### config.mk
export PLATFORM = sky130hd
export DESIGN_NAME = mips32_instruction_encoder_flat
export DESIGN_NICKNAME = d
export VERILOG_FILES = /design/src/hdl/mie_pkg.sv /design/src/hdl/mie_if.sv /design/src/hdl/mie_front.sv /design/src/hdl/mie_queue.sv /design/src/hdl/mie_back.sv /design/src/hdl/mips32_instruction_encoder.sv /design/src/flat_wrapper.sv
export VERILOG_INCLUDE_DIRS = /design/src /design/src/hdl
export SDC_FILE = /design/constraint.sdc
export NUM_CORES = 1
export LEC_CHECK = 0
export BUFFER_PORTS_ARGS = -buffer_cell sky130_fd_sc_hd__buf_4
export CAP_MARGIN = 10
export CORE_MARGIN = 4
export CORE_UTILIZATION = 55
export DETAILED_ROUTE_END_ITERATION = 10
export PLACE_DENSITY = 0.85
export SLEW_MARGIN = 0
export SYNTH_ARGS = -nofsm -noshare
export SYNTH_HDL_FRONTEND = slang
export SYNTH_SLANG_ARGS = --single-unit
### constraint.sdc
create_clock -name clk -period 9.3 [get_ports clk]
set_input_delay 0.93 -clock clk [delete_from_list [all_inputs] [get_ports clk]]
set_output_delay 0.93 -clock clk [all_outputs]
set_load 0.05 [all_outputs]
### src/hdl/mips32_instruction_encoder_assert.svh
// ---------------------------------------------------------------------------
// Assertion macros shared by the instruction encoder modules.
// Each macro builds one labeled concurrent assertion that is clocked by clk,
// is disabled while rst_n is low, and reports a failure with $error.
// ---------------------------------------------------------------------------
`ifndef MIPS32_INSTRUCTION_ENCODER_ASSERT_SVH
`define MIPS32_INSTRUCTION_ENCODER_ASSERT_SVH

// The condition holds in the same cycle as the trigger.
`define MIE_ASSERT_SAME(label, clk, rst_n, pre, post, msg) \
    label: assert property (@(posedge clk) disable iff (!rst_n) (pre) |-> (post)) \
        else $error(msg);

// The condition holds in the cycle after the trigger.
`define MIE_ASSERT_NEXT(label, clk, rst_n, pre, post, msg) \
    label: assert property (@(posedge clk) disable iff (!rst_n) (pre) |=> (post)) \
        else $error(msg);

`endif

### src/hdl/mie_pkg.sv
// ---------------------------------------------------------------------------
// mie_pkg
// Types and fixed encodings shared by the MIPS32 instruction encoder.
// ---------------------------------------------------------------------------
package mie_pkg;

    // Mnemonic codes as they arrive on the command channel.
    localparam logic [4:0] MODE_ADD  = 5'd0;
    localparam logic [4:0] MODE_ADDU = 5'd1;
    localparam logic [4:0] MODE_SUB  = 5'd2;
    localparam logic [4:0] MODE_AND  = 5'd3;
    localparam logic [4:0] MODE_OR   = 5'd4;
    localparam logic [4:0] MODE_NOR  = 5'd5;
    localparam logic [4:0] MODE_SLT  = 5'd6;
    localparam logic [4:0] MODE_SLL  = 5'd7;
    localparam logic [4:0] MODE_SRL  = 5'd8;
    localparam logic [4:0] MODE_SRA  = 5'd9;
    localparam logic [4:0] MODE_JR   = 5'd10;
    localparam logic [4:0] MODE_MULT = 5'd11;
    localparam logic [4:0] MODE_DIV  = 5'd12;
    localparam logic [4:0] MODE_MFHI = 5'd13;
    localparam logic [4:0] MODE_MFLO = 5'd14;
    localparam logic [4:0] MODE_ADDI = 5'd15;
    localparam logic [4:0] MODE_ANDI = 5'd16;
    localparam logic [4:0] MODE_ORI  = 5'd17;
    localparam logic [4:0] MODE_LUI  = 5'd18;
    localparam logic [4:0] MODE_LW   = 5'd19;
    localparam logic [4:0] MODE_SW   = 5'd20;
    localparam logic [4:0] MODE_BEQ  = 5'd21;
    localparam logic [4:0] MODE_BNE  = 5'd22;
    localparam logic [4:0] MODE_J    = 5'd23;
    localparam logic [4:0] MODE_JAL  = 5'd24;
    localparam logic [4:0] MODE_SUBI = 5'd25;
    localparam logic [4:0] MODE_MOVE = 5'd26;
    localparam logic [4:0] MODE_LI   = 5'd27;
    localparam logic [4:0] MODE_BGE  = 5'd28;
    localparam logic [4:0] MODE_BGT  = 5'd29;
    localparam logic [4:0] MODE_BLE  = 5'd30;
    localparam logic [4:0] MODE_BLT  = 5'd31;

    // Primary opcodes.
    localparam logic [5:0] OP_SPECIAL = 6'h00;
    localparam logic [5:0] OP_J       = 6'h02;
    localparam logic [5:0] OP_JAL     = 6'h03;
    localparam logic [5:0] OP_BEQ     = 6'h04;
    localparam logic [5:0] OP_BNE     = 6'h05;
    localparam logic [5:0] OP_ADDI    = 6'h08;
    localparam logic [5:0] OP_ANDI    = 6'h0C;
    localparam logic [5:0] OP_ORI     = 6'h0D;
    localparam logic [5:0] OP_LUI     = 6'h0F;
    localparam logic [5:0] OP_LW      = 6'h23;
    localparam logic [5:0] OP_SW      = 6'h2B;

    // Function codes of the SPECIAL group.
    localparam logic [5:0] FN_SLL  = 6'h00;
    localparam logic [5:0] FN_SRL  = 6'h02;
    localparam logic [5:0] FN_SRA  = 6'h03;
    localparam logic [5:0] FN_JR   = 6'h08;
    localparam logic [5:0] FN_MFHI = 6'h10;
    localparam logic [5:0] FN_MFLO = 6'h12;
    localparam logic [5:0] FN_MULT = 6'h18;
    localparam logic [5:0] FN_DIV  = 6'h1A;
    localparam logic [5:0] FN_ADD  = 6'h20;
    localparam logic [5:0] FN_ADDU = 6'h21;
    localparam logic [5:0] FN_SUB  = 6'h22;
    localparam logic [5:0] FN_AND  = 6'h24;
    localparam logic [5:0] FN_OR   = 6'h25;
    localparam logic [5:0] FN_NOR  = 6'h27;
    localparam logic [5:0] FN_SLT  = 6'h2A;

    // Assembler temporary register used by pseudo-instruction expansion.
    localparam logic [4:0] AT_REG   = 5'd1;
    localparam logic [4:0] ZERO_REG = 5'd0;

    localparam logic [31:0] TEXT_BASE_RESET = 32'h0040_0000;

    // Queue between the front and back ends.
    localparam int QUEUE_DEPTH = 2;
    localparam int QPTR_W      = 1;
    localparam int QCNT_W      = 2;

    // One fully encoded input: one or two machine words.
    typedef struct packed {
        logic [31:0] word0;
        logic [31:0] word1;
        logic        two;
    } mie_entry_t;

    // Front end to queue.
    typedef struct packed {
        logic       valid;
        mie_entry_t entry;
    } mie_push_t;

    // Queue head as seen by the back end.
    typedef struct packed {
        logic       valid;
        mie_entry_t entry;
    } mie_head_t;

endpackage

### src/hdl/mie_if.sv
// ---------------------------------------------------------------------------
// mie_if
// Valid/ready channels of the instruction encoder: command, result and
// text base configuration.
// ---------------------------------------------------------------------------
interface mie_cmd_if;
    logic               valid;
    logic               ready;
    logic        [4:0]  mode;
    logic        [4:0]  operand_reg_first;
    logic        [4:0]  operand_reg_second;
    logic        [4:0]  operand_reg_third;
    logic signed [31:0] immediate_value;
    logic        [15:0] target_index;
    logic               restart;

    modport source (
        output valid, mode, operand_reg_first, operand_reg_second,
               operand_reg_third, immediate_value, target_index, restart,
        input  ready
    );
    modport sink (
        input  valid, mode, operand_reg_first, operand_reg_second,
               operand_reg_third, immediate_value, target_index, restart,
        output ready
    );
endinterface

interface mie_res_if;
    logic        valid;
    logic        ready;
    logic [31:0] machine_word;
    logic        last_word;

    modport source (output valid, machine_word, last_word, input ready);
    modport sink (input valid, machine_word, last_word, output ready);
endinterface

interface mie_cfg_if;
    logic        valid;
    logic        ready;
    logic [31:0] text_base;

    modport source (output valid, text_base, input ready);
    modport sink (input valid, text_base, output ready);
endinterface

### src/hdl/mie_front.sv
// ---------------------------------------------------------------------------
// mie_front
// Accepts a tokenized instruction, expands pseudo-instructions and encodes
// one or two machine words into a queue entry. Owns the word counter and
// the text base register.
// ---------------------------------------------------------------------------
module mie_front #(
    parameter int INDEX_BITS = 16
) (
    input  logic                clk,
    input  logic                rst_n,
    mie_cmd_if.sink             cmd,
    mie_cfg_if.sink             cfg,
    input  logic                full,
    output mie_pkg::mie_push_t  push
);
    import mie_pkg::*;

    localparam int XW = (INDEX_BITS > 16) ? INDEX_BITS : 16;
    localparam logic [XW-1:0] IDX_MASK = XW'((64'd1 << INDEX_BITS) - 64'd1);

    logic [INDEX_BITS-1:0] counter_reg;
    logic [INDEX_BITS-1:0] counter_next;
    logic [31:0]           text_base_reg;

    logic                  accept;
    logic [INDEX_BITS-1:0] pos;
    logic [INDEX_BITS-1:0] bpos;
    logic [XW-1:0]         tgt_x;
    logic [15:0]           tgt16;
    logic [15:0]           off_here;
    logic [15:0]           off_next;
    logic [31:0]           jaddr;
    logic [15:0]           imm16;
    logic                  li_short;
    logic                  swap;
    logic [4:0]            ra;
    logic [4:0]            rb;
    logic [4:0]            rc;
    mie_entry_t            entry;

    function automatic logic [31:0] enc_r(logic [4:0] rs, logic [4:0] rt, logic [4:0] rd,
                                          logic [4:0] sh, logic [5:0] fn);
        return {OP_SPECIAL, rs, rt, rd, sh, fn};
    endfunction

    function automatic logic [31:0] enc_i(logic [5:0] op, logic [4:0] rs, logic [4:0] rt,
                                          logic [15:0] imm);
        return {op, rs, rt, imm};
    endfunction

    assign cmd.ready = !full;
    assign cfg.ready = 1'b1;
    assign accept    = cmd.valid && cmd.ready;

    assign ra    = cmd.operand_reg_first;
    assign rb    = cmd.operand_reg_second;
    assign rc    = cmd.operand_reg_third;
    assign imm16 = cmd.immediate_value[15:0];

    // A restart puts this instruction at index zero.
    assign pos  = cmd.restart ? '0 : counter_reg;
    assign bpos = pos + INDEX_BITS'(1);

    assign tgt_x = XW'(cmd.target_index) & IDX_MASK;
    assign tgt16 = tgt_x[15:0];

    // Branch offsets are taken modulo 2^16, so only the low halves matter.
    assign off_here = 16'(tgt_x - XW'(pos) - XW'(1));
    assign off_next = 16'(tgt_x - XW'(bpos) - XW'(1));

    assign jaddr = text_base_reg + 32'({tgt_x, 2'b00});

    // li fits one addi when the upper 17 bits are a sign extension.
    assign li_short = (cmd.immediate_value[31:15] == 17'h0_0000)
                   || (cmd.immediate_value[31:15] == 17'h1_FFFF);

    assign swap = (cmd.mode == MODE_BGT) || (cmd.mode == MODE_BLE);

    always_comb
    begin
        entry.word0 = '0;
        entry.word1 = '0;
        entry.two   = 1'b0;
        case (cmd.mode)
            MODE_ADD:  entry.word0 = enc_r(rb, rc, ra, 5'd0, FN_ADD);
            MODE_ADDU: entry.word0 = enc_r(rb, rc, ra, 5'd0, FN_ADDU);
            MODE_SUB:  entry.word0 = enc_r(rb, rc, ra, 5'd0, FN_SUB);
            MODE_AND:  entry.word0 = enc_r(rb, rc, ra, 5'd0, FN_AND);
            MODE_OR:   entry.word0 = enc_r(rb, rc, ra, 5'd0, FN_OR);
            MODE_NOR:  entry.word0 = enc_r(rb, rc, ra, 5'd0, FN_NOR);
            MODE_SLT:  entry.word0 = enc_r(rb, rc, ra, 5'd0, FN_SLT);
            MODE_SLL:  entry.word0 = enc_r(ZERO_REG, rb, ra, imm16[4:0], FN_SLL);
            MODE_SRL:  entry.word0 = enc_r(ZERO_REG, rb, ra, imm16[4:0], FN_SRL);
            MODE_SRA:  entry.word0 = enc_r(ZERO_REG, rb, ra, imm16[4:0], FN_SRA);
            MODE_JR:   entry.word0 = enc_r(ra, ZERO_REG, ZERO_REG, 5'd0, FN_JR);
            MODE_MULT: entry.word0 = enc_r(ra, rb, ZERO_REG, 5'd0, FN_MULT);
            MODE_DIV:  entry.word0 = enc_r(ra, rb, ZERO_REG, 5'd0, FN_DIV);
            MODE_MFHI: entry.word0 = enc_r(ZERO_REG, ZERO_REG, ra, 5'd0, FN_MFHI);
            MODE_MFLO: entry.word0 = enc_r(ZERO_REG, ZERO_REG, ra, 5'd0, FN_MFLO);
            MODE_ADDI: entry.word0 = enc_i(OP_ADDI, rb, ra, imm16);
            MODE_ANDI: entry.word0 = enc_i(OP_ANDI, rb, ra, imm16);
            MODE_ORI:  entry.word0 = enc_i(OP_ORI, rb, ra, imm16);
            MODE_LUI:  entry.word0 = enc_i(OP_LUI, ZERO_REG, ra, imm16);
            MODE_LW:   entry.word0 = enc_i(OP_LW, rb, ra, imm16);
            MODE_SW:   entry.word0 = enc_i(OP_SW, rb, ra, imm16);
            MODE_BEQ:  entry.word0 = enc_i(OP_BEQ, ra, rb, off_here);
            MODE_BNE:  entry.word0 = enc_i(OP_BNE, ra, rb, off_here);
            MODE_J:    entry.word0 = {OP_J, jaddr[27:2]};
            MODE_JAL:  entry.word0 = {OP_JAL, jaddr[27:2]};
            MODE_SUBI: entry.word0 = enc_i(OP_ADDI, rb, ra, 16'd0 - imm16);
            MODE_MOVE: entry.word0 = enc_r(rb, ZERO_REG, ra, 5'd0, FN_ADD);
            MODE_LI:
            begin
                if (li_short)
                begin
                    entry.word0 = enc_i(OP_ADDI, ZERO_REG, ra, imm16);
                end
                else
                begin
                    entry.word0 = enc_i(OP_LUI, ZERO_REG, AT_REG,
                                        cmd.immediate_value[31:16]);
                    entry.word1 = enc_i(OP_ORI, AT_REG, ra, imm16);
                    entry.two   = 1'b1;
                end
            end
            MODE_BGE, MODE_BGT, MODE_BLE, MODE_BLT:
            begin
                // slt $at, then branch on $at against $zero.
                entry.word0 = swap ? enc_r(rb, ra, AT_REG, 5'd0, FN_SLT)
                                   : enc_r(ra, rb, AT_REG, 5'd0, FN_SLT);
                entry.word1 = enc_i(((cmd.mode == MODE_BGT) || (cmd.mode == MODE_BLT))
                                    ? OP_BNE : OP_BEQ, AT_REG, ZERO_REG, off_next);
                entry.two   = 1'b1;
            end
            default:
            begin
                entry.word0 = '0;
            end
        endcase
    end

    assign counter_next = pos + (entry.two ? INDEX_BITS'(2) : INDEX_BITS'(1));

    assign push = '{valid: accept, entry: entry};

    always_ff @(posedge clk or negedge rst_n)
    begin
        if (!rst_n)
        begin
            counter_reg   <= '0;
            text_base_reg <= TEXT_BASE_RESET;
        end
        else
        begin
            if (accept)
            begin
                counter_reg <= counter_next;
            end
            if (cfg.valid && cfg.ready)
            begin
                text_base_reg <= cfg.text_base;
            end
        end
    end

endmodule

### src/hdl/mie_queue.sv
// ---------------------------------------------------------------------------
// mie_queue
// Two-entry queue of encoded instructions between the front and back ends.
// ---------------------------------------------------------------------------
`include "mips32_instruction_encoder_assert.svh"

module mie_queue (
    input  logic               clk,
    input  logic               rst_n,
    input  mie_pkg::mie_push_t push,
    output logic               full,
    input  logic               pop,
    output mie_pkg::mie_head_t head
);
    import mie_pkg::*;

    mie_entry_t        entries_reg [QUEUE_DEPTH];
    logic [QPTR_W-1:0] wr_ptr_reg;
    logic [QPTR_W-1:0] rd_ptr_reg;
    logic [QCNT_W-1:0] count_reg;
    logic [QCNT_W-1:0] count_next;
    logic              do_pop;

    assign full   = (count_reg == QCNT_W'(QUEUE_DEPTH));
    assign head   = '{valid: (count_reg != '0), entry: entries_reg[rd_ptr_reg]};
    assign do_pop = pop && head.valid;

    always_comb
    begin
        count_next = count_reg;
        if (push.valid && !do_pop)
        begin
            count_next = count_reg + QCNT_W'(1);
        end
        else if (!push.valid && do_pop)
        begin
            count_next = count_reg - QCNT_W'(1);
        end
    end

    always_ff @(posedge clk or negedge rst_n)
    begin
        if (!rst_n)
        begin
            wr_ptr_reg <= '0;
            rd_ptr_reg <= '0;
            count_reg  <= '0;
        end
        else
        begin
            if (push.valid)
            begin
                wr_ptr_reg <= wr_ptr_reg + QPTR_W'(1);
            end
            if (do_pop)
            begin
                rd_ptr_reg <= rd_ptr_reg + QPTR_W'(1);
            end
            count_reg <= count_next;
        end
    end

    always_ff @(posedge clk)
    begin
        if (push.valid)
        begin
            entries_reg[wr_ptr_reg] <= push.entry;
        end
    end

    `MIE_ASSERT_SAME(a_queue_no_overflow, clk, rst_n, push.valid && !do_pop, !full, "queue written while full")
    `MIE_ASSERT_NEXT(a_queue_count_up, clk, rst_n, push.valid && !do_pop, count_reg == $past(count_reg) + QCNT_W'(1), "queue count did not follow a write")

endmodule

### src/hdl/mie_back.sv
// ---------------------------------------------------------------------------
// mie_back
// Walks the queue head out through an output register, one machine word per
// cycle while res is ready; a two-word entry pops after its second word.
// ---------------------------------------------------------------------------
`include "mips32_instruction_encoder_assert.svh"

module mie_back (
    input  logic               clk,
    input  logic               rst_n,
    input  mie_pkg::mie_head_t head,
    output logic               pop,
    mie_res_if.source          res
);
    import mie_pkg::*;

    logic        out_valid_reg;
    logic        out_valid_next;
    logic        phase_reg;
    logic        phase_next;
    logic [31:0] word_reg;
    logic [31:0] word_next;
    logic        last_reg;
    logic        last_next;
    logic        load;

    assign load = !out_valid_reg || res.ready;

    always_comb
    begin
        out_valid_next = out_valid_reg;
        phase_next     = phase_reg;
        word_next      = word_reg;
        last_next      = last_reg;
        pop            = 1'b0;
        if (load)
        begin
            out_valid_next = head.valid;
            if (head.valid)
            begin
                if (head.entry.two && !phase_reg)
                begin
                    // First of a pair: the entry stays at the head.
                    word_next  = head.entry.word0;
                    last_next  = 1'b0;
                    phase_next = 1'b1;
                end
                else
                begin
                    word_next  = phase_reg ? head.entry.word1 : head.entry.word0;
                    last_next  = 1'b1;
                    phase_next = 1'b0;
                    pop        = 1'b1;
                end
            end
        end
    end

    always_ff @(posedge clk or negedge rst_n)
    begin
        if (!rst_n)
        begin
            out_valid_reg <= 1'b0;
            phase_reg     <= 1'b0;
        end
        else
        begin
            out_valid_reg <= out_valid_next;
            phase_reg     <= phase_next;
        end
    end

    always_ff @(posedge clk)
    begin
        word_reg <= word_next;
        last_reg <= last_next;
    end

    assign res.valid        = out_valid_reg;
    assign res.machine_word = word_reg;
    assign res.last_word    = last_reg;

    `MIE_ASSERT_SAME(a_back_pair_pending, clk, rst_n, out_valid_reg && !last_reg, phase_reg, "first word shown without its pair pending")
    `MIE_ASSERT_SAME(a_back_phase_head, clk, rst_n, phase_reg, head.valid && head.entry.two, "second word pending without a two-word head")

endmodule

### src/hdl/mips32_instruction_encoder.sv
// ---------------------------------------------------------------------------
// mips32_instruction_encoder
// Encodes tokenized MIPS32 instructions, expanding pseudo-instructions, into
// a stream of 32-bit machine words.
// ---------------------------------------------------------------------------
// Usage:
//   cmd takes one tokenized instruction per transfer. res returns its machine
//   words in program order; last_word marks the final word of each
//   instruction. li with a wide value and bge/bgt/ble/blt give two words,
//   everything else gives one.
//   cfg writes the text base used for j and jal targets. Write it only while
//   no instruction is in flight; it is always ready.
// Data path and throughput:
//   A word passes through a queue entry and then the output register before
//   it appears on res. While res is ready, the back end emits one word per
//   cycle, so one-word instructions flow at one per cycle and a two-word
//   instruction gives its words one after the other; that output register is
//   the rate limit.
// Reset:
//   rst_n clears the word counter, empties the queue and the output register
//   and sets the text base to 0x0040_0000.
// Stalls:
//   When res is stalled the word holds in the output register, the queue of
//   two entries fills, and then cmd.ready drops until words drain.
// ---------------------------------------------------------------------------
module mips32_instruction_encoder #(
    parameter int INDEX_BITS = 16
) (
    input  logic      clk,
    input  logic      rst_n,
    mie_cmd_if.sink   cmd,
    mie_cfg_if.sink   cfg,
    mie_res_if.source res
);
    import mie_pkg::*;

    // Front end: decode, expand, encode; one instruction per cycle unless full.
    mie_push_t push;
    logic      full;
    // Back end: one word per cycle from the queue head while res is ready.
    mie_head_t head;
    logic      pop;

    mie_front #(
        .INDEX_BITS (INDEX_BITS)
    ) u_front (
        .clk   (clk),
        .rst_n (rst_n),
        .cmd   (cmd),
        .cfg   (cfg),
        .full  (full),
        .push  (push)
    );

    // The queue lets the front keep accepting while a word waits on res.
    mie_queue u_queue (
        .clk   (clk),
        .rst_n (rst_n),
        .push  (push),
        .full  (full),
        .pop   (pop),
        .head  (head)
    );

    mie_back u_back (
        .clk   (clk),
        .rst_n (rst_n),
        .head  (head),
        .pop   (pop),
        .res   (res)
    );

endmodule
### src/flat_wrapper.sv
// flat-port wrapper written by rule: the top's interface ports become plain ports
module mips32_instruction_encoder_flat import mie_pkg::*;
#(
    parameter int INDEX_BITS = 16
)
  (clk, rst_n, cmd_valid, cmd_mode, cmd_operand_reg_first, cmd_operand_reg_second, cmd_operand_reg_third, cmd_immediate_value, cmd_target_index, cmd_restart, cmd_ready, cfg_valid, cfg_text_base, cfg_ready, res_valid, res_machine_word, res_last_word, res_ready);
  mie_cmd_if cmd_i ();
  mie_cfg_if cfg_i ();
  mie_res_if res_i ();
  input  logic clk;
  input  logic rst_n;
  input wire logic [$bits(cmd_i.valid)-1:0] cmd_valid;
  input wire logic [$bits(cmd_i.mode)-1:0] cmd_mode;
  input wire logic [$bits(cmd_i.operand_reg_first)-1:0] cmd_operand_reg_first;
  input wire logic [$bits(cmd_i.operand_reg_second)-1:0] cmd_operand_reg_second;
  input wire logic [$bits(cmd_i.operand_reg_third)-1:0] cmd_operand_reg_third;
  input wire logic [$bits(cmd_i.immediate_value)-1:0] cmd_immediate_value;
  input wire logic [$bits(cmd_i.target_index)-1:0] cmd_target_index;
  input wire logic [$bits(cmd_i.restart)-1:0] cmd_restart;
  output wire logic [$bits(cmd_i.ready)-1:0] cmd_ready;
  input wire logic [$bits(cfg_i.valid)-1:0] cfg_valid;
  input wire logic [$bits(cfg_i.text_base)-1:0] cfg_text_base;
  output wire logic [$bits(cfg_i.ready)-1:0] cfg_ready;
  output wire logic [$bits(res_i.valid)-1:0] res_valid;
  output wire logic [$bits(res_i.machine_word)-1:0] res_machine_word;
  output wire logic [$bits(res_i.last_word)-1:0] res_last_word;
  input wire logic [$bits(res_i.ready)-1:0] res_ready;
  assign cmd_i.valid = cmd_valid;
  assign cmd_i.mode = cmd_mode;
  assign cmd_i.operand_reg_first = cmd_operand_reg_first;
  assign cmd_i.operand_reg_second = cmd_operand_reg_second;
  assign cmd_i.operand_reg_third = cmd_operand_reg_third;
  assign cmd_i.immediate_value = cmd_immediate_value;
  assign cmd_i.target_index = cmd_target_index;
  assign cmd_i.restart = cmd_restart;
  assign cmd_ready = cmd_i.ready;
  assign cfg_i.valid = cfg_valid;
  assign cfg_i.text_base = cfg_text_base;
  assign cfg_ready = cfg_i.ready;
  assign res_valid = res_i.valid;
  assign res_machine_word = res_i.machine_word;
  assign res_last_word = res_i.last_word;
  assign res_i.ready = res_ready;
  mips32_instruction_encoder #(.INDEX_BITS(INDEX_BITS)) u_core (.clk(clk), .rst_n(rst_n), .cmd(cmd_i), .cfg(cfg_i), .res(res_i));
endmodule
# == After elaboration in Yosys (flattened, before gate mapping) ==
# Memory sizes are Yosys's and may differ from the RTL's.
# Index checks and enable logic that the tools add are counted.
# op_classes
add_sub_neg,12
n_mul,0
n_div,0
magnitude_cmp,0
n_eq_ne,33
shifts,0
mux,18
bitwise_logic,0
n_reduce_logical,20
# op_table
cell,n
32-bit one-hot mux with 29 select lines,1
5-bit == test (second input constant),16
32-bit two-way mux,2
31-bit one-hot mux with 2 select lines,1
5-bit by 4-bit == test with 1-bit output (second input constant),8
16-bit by 1-bit subtractor with 16-bit output (second input constant),2
16-bit subtractor,2
31-bit two-way mux,1
29-bit two-way mux,1
28-bit by 18-bit adder with 28-bit output,1
26-bit two-way mux,1
5-bit by 3-bit == test with 1-bit output (second input constant),4
17-bit == test (second input constant),1
17-bit zero test,1
16-bit by 1-bit adder with 16-bit output (second input constant),1
16-bit by 2-bit adder with 16-bit output,1
16-bit two-way mux,1
1-bit by 16-bit subtractor with 16-bit output (first input constant),1
5-bit by 2-bit == test with 1-bit output (second input constant),2
1-bit two-way mux,7
2-bit two-way mux,3
5-bit by 1-bit == test with 1-bit output (second input constant),1
1-bit logical AND,5
1-bit zero test,5
other kinds (9),14
# totals
reg_bits,83
latchBits,0
ram_bits,126
rom_bits,0
input_bits,106
out_inout_bits,36
wordCells,93
memories,1
# memory_table
name,words,width,read_ports,rd_ports_with_merged_regs,wr,line_no,source
u_core.u_queue.entries_reg,2,63,1,0,1,mie_queue.sv:17,mie_entry_t entries_reg [QUEUE_DEPTH];

# == Logic depth before layout (Yosys ltp) ==
# Gate-level depths: netlist (run 1).
# logic_depth
depth_word,9
mapped_depth,17
ltp_nobuf,16

# == By module ==
# Synthesis (run 1) repeated with hierarchy kept, for this count alone.
# unflattened
hier_cells,1184
area_unflattened_um2,13153.9
# modules_own_cells
module,n_inst,cells_per_inst,area_per_inst_um2,seq_area_each_um2
mie_front,1,887,6486.2,1052.3
mie_queue,1,218,5041.1,4003.8
mie_back,1,79,1626.6,1041.0

# == Worst setup path before layout (run 1) ==
# Ideal clock, no wire load.
# synth_path
path_kind,register to register
startpoint,reg u_core.u_queue.count_reg[0]
endpoint,"mem u_core.u_queue.entries_reg[0][10] (netlist bit), enable pin"
setup_ns,0.468
arrival_time_ns,3.648
t_required_ns,8.832
slack_ns,5.184
path_stages_with_launch,5
n_path_buf,1
period_less_slack_ns,4.116
cell_sequence,dfrtp_1 -> nand2b_1 -> nand2_1 -> clkbuf_1 -> nor2_1
# synth_via
elab_chain_cells,5
# synth_rtl
item,line_no,source
start: declaration,mie_queue.sv:20,logic [QCNT_W-1:0] count_reg;
start signal: assignment,mie_queue.sv:59,count_reg <= count_next;
2-bit == test,mie_queue.sv:24,assign full = (count_reg == QCNT_W'(QUEUE_DEPTH));
1-bit zero test,mie_front.sv:52,assign cmd.ready = !full;
named net cmd_ready,flat_wrapper.sv:20,output wire logic [$bits(cmd_i.ready)-1:0] cmd_ready;
1-bit logical AND,mie_front.sv:54,assign accept = cmd.valid && cmd.ready;
1-bit two-way mux,mie_queue.sv:65,if (push.valid)
1-bit two-way mux (implied by the code),mie_queue.sv:67,entries_reg[wr_ptr_reg] <= push.entry;
end: declaration,mie_queue.sv:17,
# The timed path passes the listed nets, and every way through them passes these cells.

==> results of run 1 <==
-- cell usage in the layout, fill, tap and decap left out, types with 5 or more instances in the layout --
cell type,count
nor3_1,29
a22oi_1,12
nand2b_1,21
xnor2_1,41
a211oi_1,12
ha_1,64
a31oi_1,11
o211ai_1,9
buf_4,142
a21oi_1,55
mux2i_1,11
nor2b_1,14
mux2_2,26
nand3_1,29
edfxtp_1,142
clkbuf_16,17
a21o_1,14
o31ai_1,6
a221o_1,5
o21a_1,8
a222oi_1,5
dfrtp_1,46
nor2_1,76
nand2_1,94
and3_1,10
nand4_1,11
mux4_2,25
nor4_1,10
and2_1,8
xor2_1,20
o21ai_0,78
o21bai_1,5
inv_1,77
a22o_1,5
-- worst max path at each step --
stage          cells after the start                                 to                        start
6_report                          15  u_core.u_queue.entries_reg[1][16]                  cmd_restart
5_1_grt                           15  u_core.u_queue.entries_reg[1][16]                  cmd_restart
4_1_cts                           15  u_core.u_queue.entries_reg[1][16]                  cmd_restart
3_5_place_dp                      15  u_core.u_queue.entries_reg[0][16]                  cmd_restart
3_3_place_gp                      15  u_core.u_queue.entries_reg[0][16]                  cmd_restart
2_1_floorplan                      4  u_core.u_queue.entries_reg[0][10]  u_core.u_queue.count_reg[0]
-- power groups by stage --
stage | Sequential [mW] | Clock, mW | Combinational [mW]
6_report | 1.29 | 0.765 | 1.20
5_1_grt | 1.31 | 0.814 | 1.28
4_1_cts | 1.29 | 0.773 | 1.20
3_5_place_dp | 1.31 | 0 | 1.19
3_3_place_gp | 1.29 | 0 | 1.17
2_1_floorplan | 1.56 | 0 | 0.568
-- cell families (layout without fill, tap and decap cells) --
family	Yosys count	count (layout)	share of synthesized area, %
adders and majority gates	68	68	7.593
DFF	190	190	47.12
muxes	62	62	8.326
and+or+nand+nor	323	323	13.40
AOI/OAI and AO/OA	264	264	14.71
xor gates and xnor gates	61	61	4.605
buffers and inverters	124	251	4.185
other	2	3	0.06474
-- worst register-to-register path: stages, from the launching register on --
cell      delay [ns]
dfrtp_1         0.40
nand2b_1        0.15
inv_1           0.12
ha_1            0.33
inv_1           0.05
ha_1            0.20
fa_1            0.48
a211oi_1        0.30
o21ai_0         0.16
a21oi_1         0.26
a21oi_1         0.20
a211oi_1        0.36
o21ai_0         0.20
xnor2_1         0.16
o21ai_0         0.44
-- metal layers --
layer  up-vias  wire [um]
li1       4284          -
met1      4420      13320
met2       491      15490
met3        84       2511
met4         0       1252
met5         -          0
-- cell type report --
cell class              instances  area (sq um)  share of cell area, %
diodes                          1         2.502                0.01860
clock buffers                  17         425.4                  3.162
clock inverters                15         193.9                  1.442
inverters                      77         289.0                  2.149
multi-input cells             780          5669                  42.14
flip-flops and latches        190          5468                  40.65
well taps                     270         337.8                  2.511
repair buffers                142          1066                  7.925
==> summary.md, run 1 <==
| Metric | Value |
|---|---|
| Status | `complete, no violations` |
| Layout Nets | `1382` |
| CTS sink cnt | `190` |
| Main flop type after synthesis | `edfxtp_1` |
| Switching pwr | `1.248 mW` |
| Cell variety after synth | `72` |
| Share of flip-flops with an asynchronous set or reset | `25.26%` |
| Clock power share | `23.5%` |
| Top-count cell post-synth | `edfxtp_1` |
| Largest net degree at the start of global routing | `56` |
| PortBufs | `133` |
| Max Buffers Root-to-Sink | `2` |
| Min Tclk post-route | `4.498 ns` |
| Worst-Margin Slew | `0.8977 ns` |
| Busiest layer in global routing | `met2` |
| Cell accounting for the most synthesized area | `edfxtp_1` |
| 1st-pass router iterations | `6` |
| Antenna Nets Post-Route | `0` |
| DP Cell Count | `1459` |
| Share of cells above drive strength 1 | `19.49%` |
| Core Util, Final | `65.63%` |
| Initial antenna violation count | `1` |
| H-Tree Depth | `4` |
| Initial Utilization | `56.61%` |
| Syn Nets | `1268` |
| CP max FO | `26` |
| Worst VDD drop | `0.2539 mV` |
| Synth top area cells | `edfxtp_1 (37%), dfrtp_1 (10%), ha_1 (6.9%)` |
| Total chip power | `3.253 mW` |
| Vias in the first global route | `9233` |
| Max incr delay on CP | `0.48 ns` |
| Hold Path Depth | `2` |
| Seq pwr share | `39.6%` |
| HP Start | `u_core.u_front.counter_reg[0]` |
| Final instance area | `0.01345 sq mm` |
| Lkg Pwr | `5.417 nW` |
| CTS clock-pin slew for the worst setup and hold paths | `0.08 ns` |
| Layout area overhead | `15.95%` |
| Max reg flops | `110` |
| Crit path max-delay cell type | `fa_1` |
| CP cell instances | `buf_4 -> nand2b_1 -> inv_1 -> ha_1 -> inv_1 -> ha_1 -> fa_1 -> a211oi_1 -> o21ai_0 -> a21oi_1 -> a21oi_1 -> a211oi_1 -> o21ai_0 -> xnor2_1 -> o21ai_0` |
| FF+latch count, synth | `190` |
| Worst hold-check path type | `flip-flop to flip-flop` |
| Yosys Warn Count | `0` |
| PD cells | `241.8 mW/mm^2` |
| Post-synthesis cell count | `1094` |
| Syn Std Cell Area | `0.01160 sq mm` |
| GRT met2 Usage | `45.68%` |
| Io pins | `142` |
| First-pass GRT wire length | `51210 um` |
| Worst-Skew Late Latency | `0.45 ns` |
| Die width | `153.2 um` |
| Final period util | `48.36%` |
| TritonCTS Buffers | `17` |
| Combinational Power Share | `36.9%` |
| Non-filler cells, final | `1492` |
| Worst path bufs/invs | `3` |
| Slew margin rel. | `39.52%` |
| Pre-CTS setup slack | `4.451 ns` |
| Required @ worst endpoint | `9.46 ns` |
| Placed Area | `0.01283 sq mm` |
| Cell depth of the worst flop-to-flop path | `14` |
| Fill count | `1575` |
| Most used cell, CP | `o21ai_0` |
| Synth top area share | `36.76%` |
| Core area | `0.02049 sq mm` |
| Worst hold slack | `0.4947 ns` |
| Initial DRC count | `1179` |
| Cell Rows | `52` |
| DRC | `0` |
| Fmax | `222.3 MHz` |
| Seq/Total Area, Yosys | `47.12%` |
| Total GRT Usage | `27.89%` |
| EDFF count, synth | `142` |
| Chip height | `153.2 um` |
| WL per Instance | `21.84 um` |
| GR Overflow Total | `0` |
| Flop2flop setup slack | `5.19 ns` |
| Startpoint Class | `primary input` |
| Worst r2r src | `u_core.u_front.counter_reg[1]` |
| Detailed Place HPWL | `24410 um` |
| Met3 usage | `3.760%` |
| RePlAce Congestion | `0.9643` |
| Setup Skew | `0.01894 ns` |
| RSZ-0062 raised after global routing | `false` |
| Delay-heaviest family, CP | `compound AO/OA/AOI/OAI gates` |
| DR vias/cell | `6.219` |
| Hold Path End | `u_core.u_front.counter_reg[0]` |
| Worst R2R End | `u_core.u_queue.entries_reg[1][16]` |
| Hold Vio Cnt, Final | `0` |
| Mapped Avg Cell Area | `10.60 sq um` |
| Final worst slack | `4.802 ns` |
| List of most frequent post-synthesis cells | `edfxtp_1 (142), nand2_1 (94), o21ai_0 (79)` |
| Routed WL | `32580 um` |
| Fin. max-slew vios | `0` |
| Worst Path Arrival | `4.66 ns` |
| Post-CTS Repair Setup Buffers | `0` |
| Max-cap viol count | `0` |
| Sw Ratio | `38.38%` |
| Die area | `0.02348 sq mm` |
| Root Driver | `clkbuf_16` |
| Setup TNS Final | `0 ns` |
| GR Layer Usage met1 | `38.03%` |
| Final setup fails | `0` |
| Internal power | `2.004 mW` |
| Total number of vias | `9279` |
| Crit. End Element | `flip-flop` |
| Hold-fix buffers, CTS | `0` |
| # resized after CTS | `0` |
| Type of the worst setup path | `primary input to flip-flop` |
| CTS tree | `yes` |
No activity file was read; power rests on OpenSTA's default activity.
==> run 2: changes to the inputs <==
clock period = 4.7 ns   (was 9.3 ns; I/O delays follow)
==> run 2 against run 1 <==
Compared with the run above:
- sequential share of layout area rose by 0.11 points
- clock-buffer cell count rose by 1
- routed wire length fell by 2.3%
- die area did not move
- non-clock buffer count rose by 1
- combinational power rose by 97%
- clock power rose by 87%
- sequential power rose by 97%
- final cell count did not move
- critical path depth fell by 1
- via count fell by 0.74%
- sequential cell count did not move
- critical path type is now flip-flop to flip-flop
- largest cell class unchanged
- largest power group unchanged
==> summary.md, run 2 (same netlist as run 1, synthesis figures left out) <==
| Metric | Value |
|---|---|
| GR Overflow Total | `0 (unchanged)` |
| Lkg Pwr | `5.395 nW (was 5.417 nW)` |
| Crit. End Element | `flip-flop (unchanged)` |
| Worst hold-check path type | `primary input to asynchronous set/reset pin (was flip-flop to flip-flop)` |
| Most used cell, CP | `o21ai_0 (unchanged)` |
| Total GRT Usage | `26.89% (was 27.89%)` |
| Min Tclk post-route | `4.009 ns` |
| Fill count | `1601 (was 1575)` |
| Worst-Skew Late Latency | `0.45 ns (about the same)` |
| Chip height | `153.2 um (unchanged)` |
| Hold-fix buffers, CTS | `0 (unchanged)` |
| Type of the worst setup path | `flip-flop to flip-flop (was primary input to flip-flop)` |
| Largest net degree at the start of global routing | `56 (unchanged)` |
| Max reg flops | `110 (unchanged)` |
| Die area | `0.02348 sq mm (unchanged)` |
| Setup TNS Final | `0 ns (unchanged)` |
| Sw Ratio | `37.88% (was 38.38%)` |
| Most frequent cells in the layout | `buf_4 (143), edfxtp_1 (142), nand2_1 (94), o21ai_0 (78), inv_1 (77) (was buf_4 (142), edfxtp_1 (142), nand2_1 (94), o21ai_0 (78), inv_1 (77))` |
| Initial Utilization | `56.61% (unchanged)` |
| Worst hold slack | `0.04227 ns (was 0.4947 ns)` |
| Layout area overhead | `15.64% (was 15.95%)` |
| RePlAce Congestion | `0.9670 (was 0.9643)` |
| H-Tree Depth | `4 (unchanged)` |
| Required @ worst endpoint | `4.86 ns (was 9.46 ns)` |
| Worst VDD drop | `0.3628 mV (was 0.2539 mV)` |
| Setup Skew | `0.01443 ns (was 0.01894 ns)` |
| Cell Rows | `52 (unchanged)` |
| Internal power | `3.937 mW (was 2.004 mW)` |
| Fin. max-slew vios | `0 (unchanged)` |
| Delay-heaviest family, CP | `compound AO/OA/AOI/OAI gates (unchanged)` |
| Io pins | `142 (unchanged)` |
| Combinational Power Share | `37.3% (was 36.9%)` |
| DR vias/cell | `6.173 (was 6.219)` |
| Switching pwr | `2.401 mW (was 1.248 mW)` |
| CP cell instances | `nand2b_1 -> inv_1 -> ha_1 -> inv_1 -> ha_1 -> fa_1 -> a211oi_1 -> o21ai_0 -> a21oi_1 -> a21oi_1 -> a211oi_1 -> o21ai_0 -> xnor2_1 -> o21ai_0 (was buf_4 -> nand2b_1 -> inv_1 -> ha_1 -> inv_1 -> ha_1 -> fa_1 -> a211oi_1 -> o21ai_0 -> a21oi_1 -> a21oi_1 -> a211oi_1 -> o21ai_0 -> xnor2_1 -> o21ai_0)` |
| Antenna Diode Count | `0 (was 1)` |
| Post-CTS Repair Setup Buffers | `0 (unchanged)` |
| Max-cap viol count | `0 (unchanged)` |
| Antenna Nets Post-Route | `0 (unchanged)` |
| RSZ-0062 raised after global routing | `false (unchanged)` |
| PortBufs | `133 (unchanged)` |
| Routed WL | `31840 um (was 32580 um)` |
| Worst Path Arrival | `4.17 ns (was 4.66 ns)` |
| # resized after CTS | `0 (unchanged)` |
| Fmax | `249.5 MHz` |
| Root Driver | `clkbuf_16 (unchanged)` |
| Slew margin rel. | `24.01% (was 39.52%)` |
| Core area | `0.02049 sq mm (unchanged)` |
| Share of cells above drive strength 1 | `19.48% (was 19.49%)` |
| Final period util | `85.29%` |
| Initial antenna violation count | `1 (unchanged)` |
| Total number of vias | `9210 (was 9279)` |
| CTS sink cnt | `190 (unchanged)` |
| Crit path max-delay cell type | `fa_1 (unchanged)` |
| Commonest non-fill, non-tap cell in the layout | `buf_4` |
| Die width | `153.2 um (unchanged)` |
| Hold Vio Cnt, Final | `0 (unchanged)` |
| Seq pwr share | `40.1% (was 39.6%)` |
| Clock power share | `22.6% (was 23.5%)` |
| PD cells | `472.4 mW/mm^2 (was 241.8 mW/mm^2)` |
| Startpoint Class | `flip-flop (was primary input)` |
| Layout Nets | `1383 (was 1382)` |
| Vias in the first global route | `8789 (was 9233)` |
| Detailed Place HPWL | `24070 um (was 24410 um)` |
| CTS clock-pin slew for the worst setup and hold paths | `0.08 ns (about the same)` |
| Worst path bufs/invs | `2 (was 3)` |
| WL per Instance | `21.34 um (was 21.84 um)` |
| Max Buffers Root-to-Sink | `2 (unchanged)` |
| Max incr delay on CP | `0.48 ns (about the same)` |
| 1st-pass router iterations | `6 (unchanged)` |
| Status | `complete, no violations (unchanged)` |
| First-pass GRT wire length | `49220 um (was 51210 um)` |
| TritonCTS Buffers | `17 (unchanged)` |
| Final setup fails | `0 (unchanged)` |
| Worst-Margin Slew | `1.136 ns (was 0.8977 ns)` |
| CTS tree | `yes (unchanged)` |
| DRC | `0 (unchanged)` |
| CP max FO | `3 (was 26)` |
| Initial DRC count | `1093 (was 1179)` |
==> run 2: layout make-up <==
class	count	area, sq um	area share (%)
multi-input cells	780	5669	42.26
flip-flops and latches	190	5468	40.76
repair buffers	143	1074	8.002
clock buffers	18	429.2	3.199
well taps	270	337.8	2.518
inverters	77	289.0	2.154
clock inverters	14	148.9	1.110
==> run 2: path summary, 6_finish.rpt <==
check	start	to	slack, ns	cells after the start
worst max-delay path	u_core.u_front.counter_reg[1]	u_core.u_queue.entries_reg[0][16]	0.69	14
worst min-delay path	rst_n	u_core.u_front.text_base_reg[15]	0.04	1
worst max register to register	u_core.u_front.counter_reg[1]	u_core.u_queue.entries_reg[0][16]	0.69	14
worst min register to register	u_core.u_front.counter_reg[1]	u_core.u_front.counter_reg[1]	0.49	2
max in group asynchronous	rst_n	u_core.u_queue.rd_ptr_reg	4.21	1
min in group clk	res_ready	u_core.u_back.res.valid	0.21	2
==> run 2: routing by layer <==
metal | vias to the layer above | share of wire, % | GRT usage [%]
li1 | 4289 | - | -
met1 | 4396 | 42 | 38.03
met2 | 470 | 48 | 43.26
met3 | 53 | 8.1 | 4.241
met4 | 2 | 2.7 | 7.976
met5 | - | 0.063 | 0
==> run 2: stage by stage <==
stage | power, mW | std cells | util, % | setup WS [ns] | area (sq um)
5_1_grt | 6.628 | 1492 | 65.46 | 0.5038 | 13420
3_3_place_gp | 4.862 | 1460 | 62.64 | 0.5150 | 12840
3_5_place_dp | 4.938 | 1460 | 62.64 | 0.4359 | 12840
6_report | 6.338 | 1492 | 65.46 | 0.6912 | 13420
4_1_cts | 6.361 | 1492 | 65.46 | 0.7984 | 13420
2_1_floorplan | 4.206 | 1094 | - | 0.5835 | 11600
==> run 2: worst reg2reg max path: stages, from the launching register on <==
cell and delay [ns]:
dfrtp_1 0.39, nand2b_1 0.14, inv_1 0.11, ha_1 0.32
inv_1 0.05, ha_1 0.21, fa_1 0.48, a211oi_1 0.30
o21ai_0 0.15, a21oi_1 0.23, a21oi_1 0.18, a211oi_1 0.36
o21ai_0 0.20, xnor2_1 0.15, o21ai_0 0.45
==> run 2: power groups by stage <==
stage	sequential (mW)	clock, mW	combinational, mW
finish	2.54	1.43	2.36
global route	2.59	1.52	2.52
CTS	2.55	1.44	2.37
detailed placement	2.58	0	2.36
global placement	2.55	0	2.31
floorplan	3.08	0	1.12
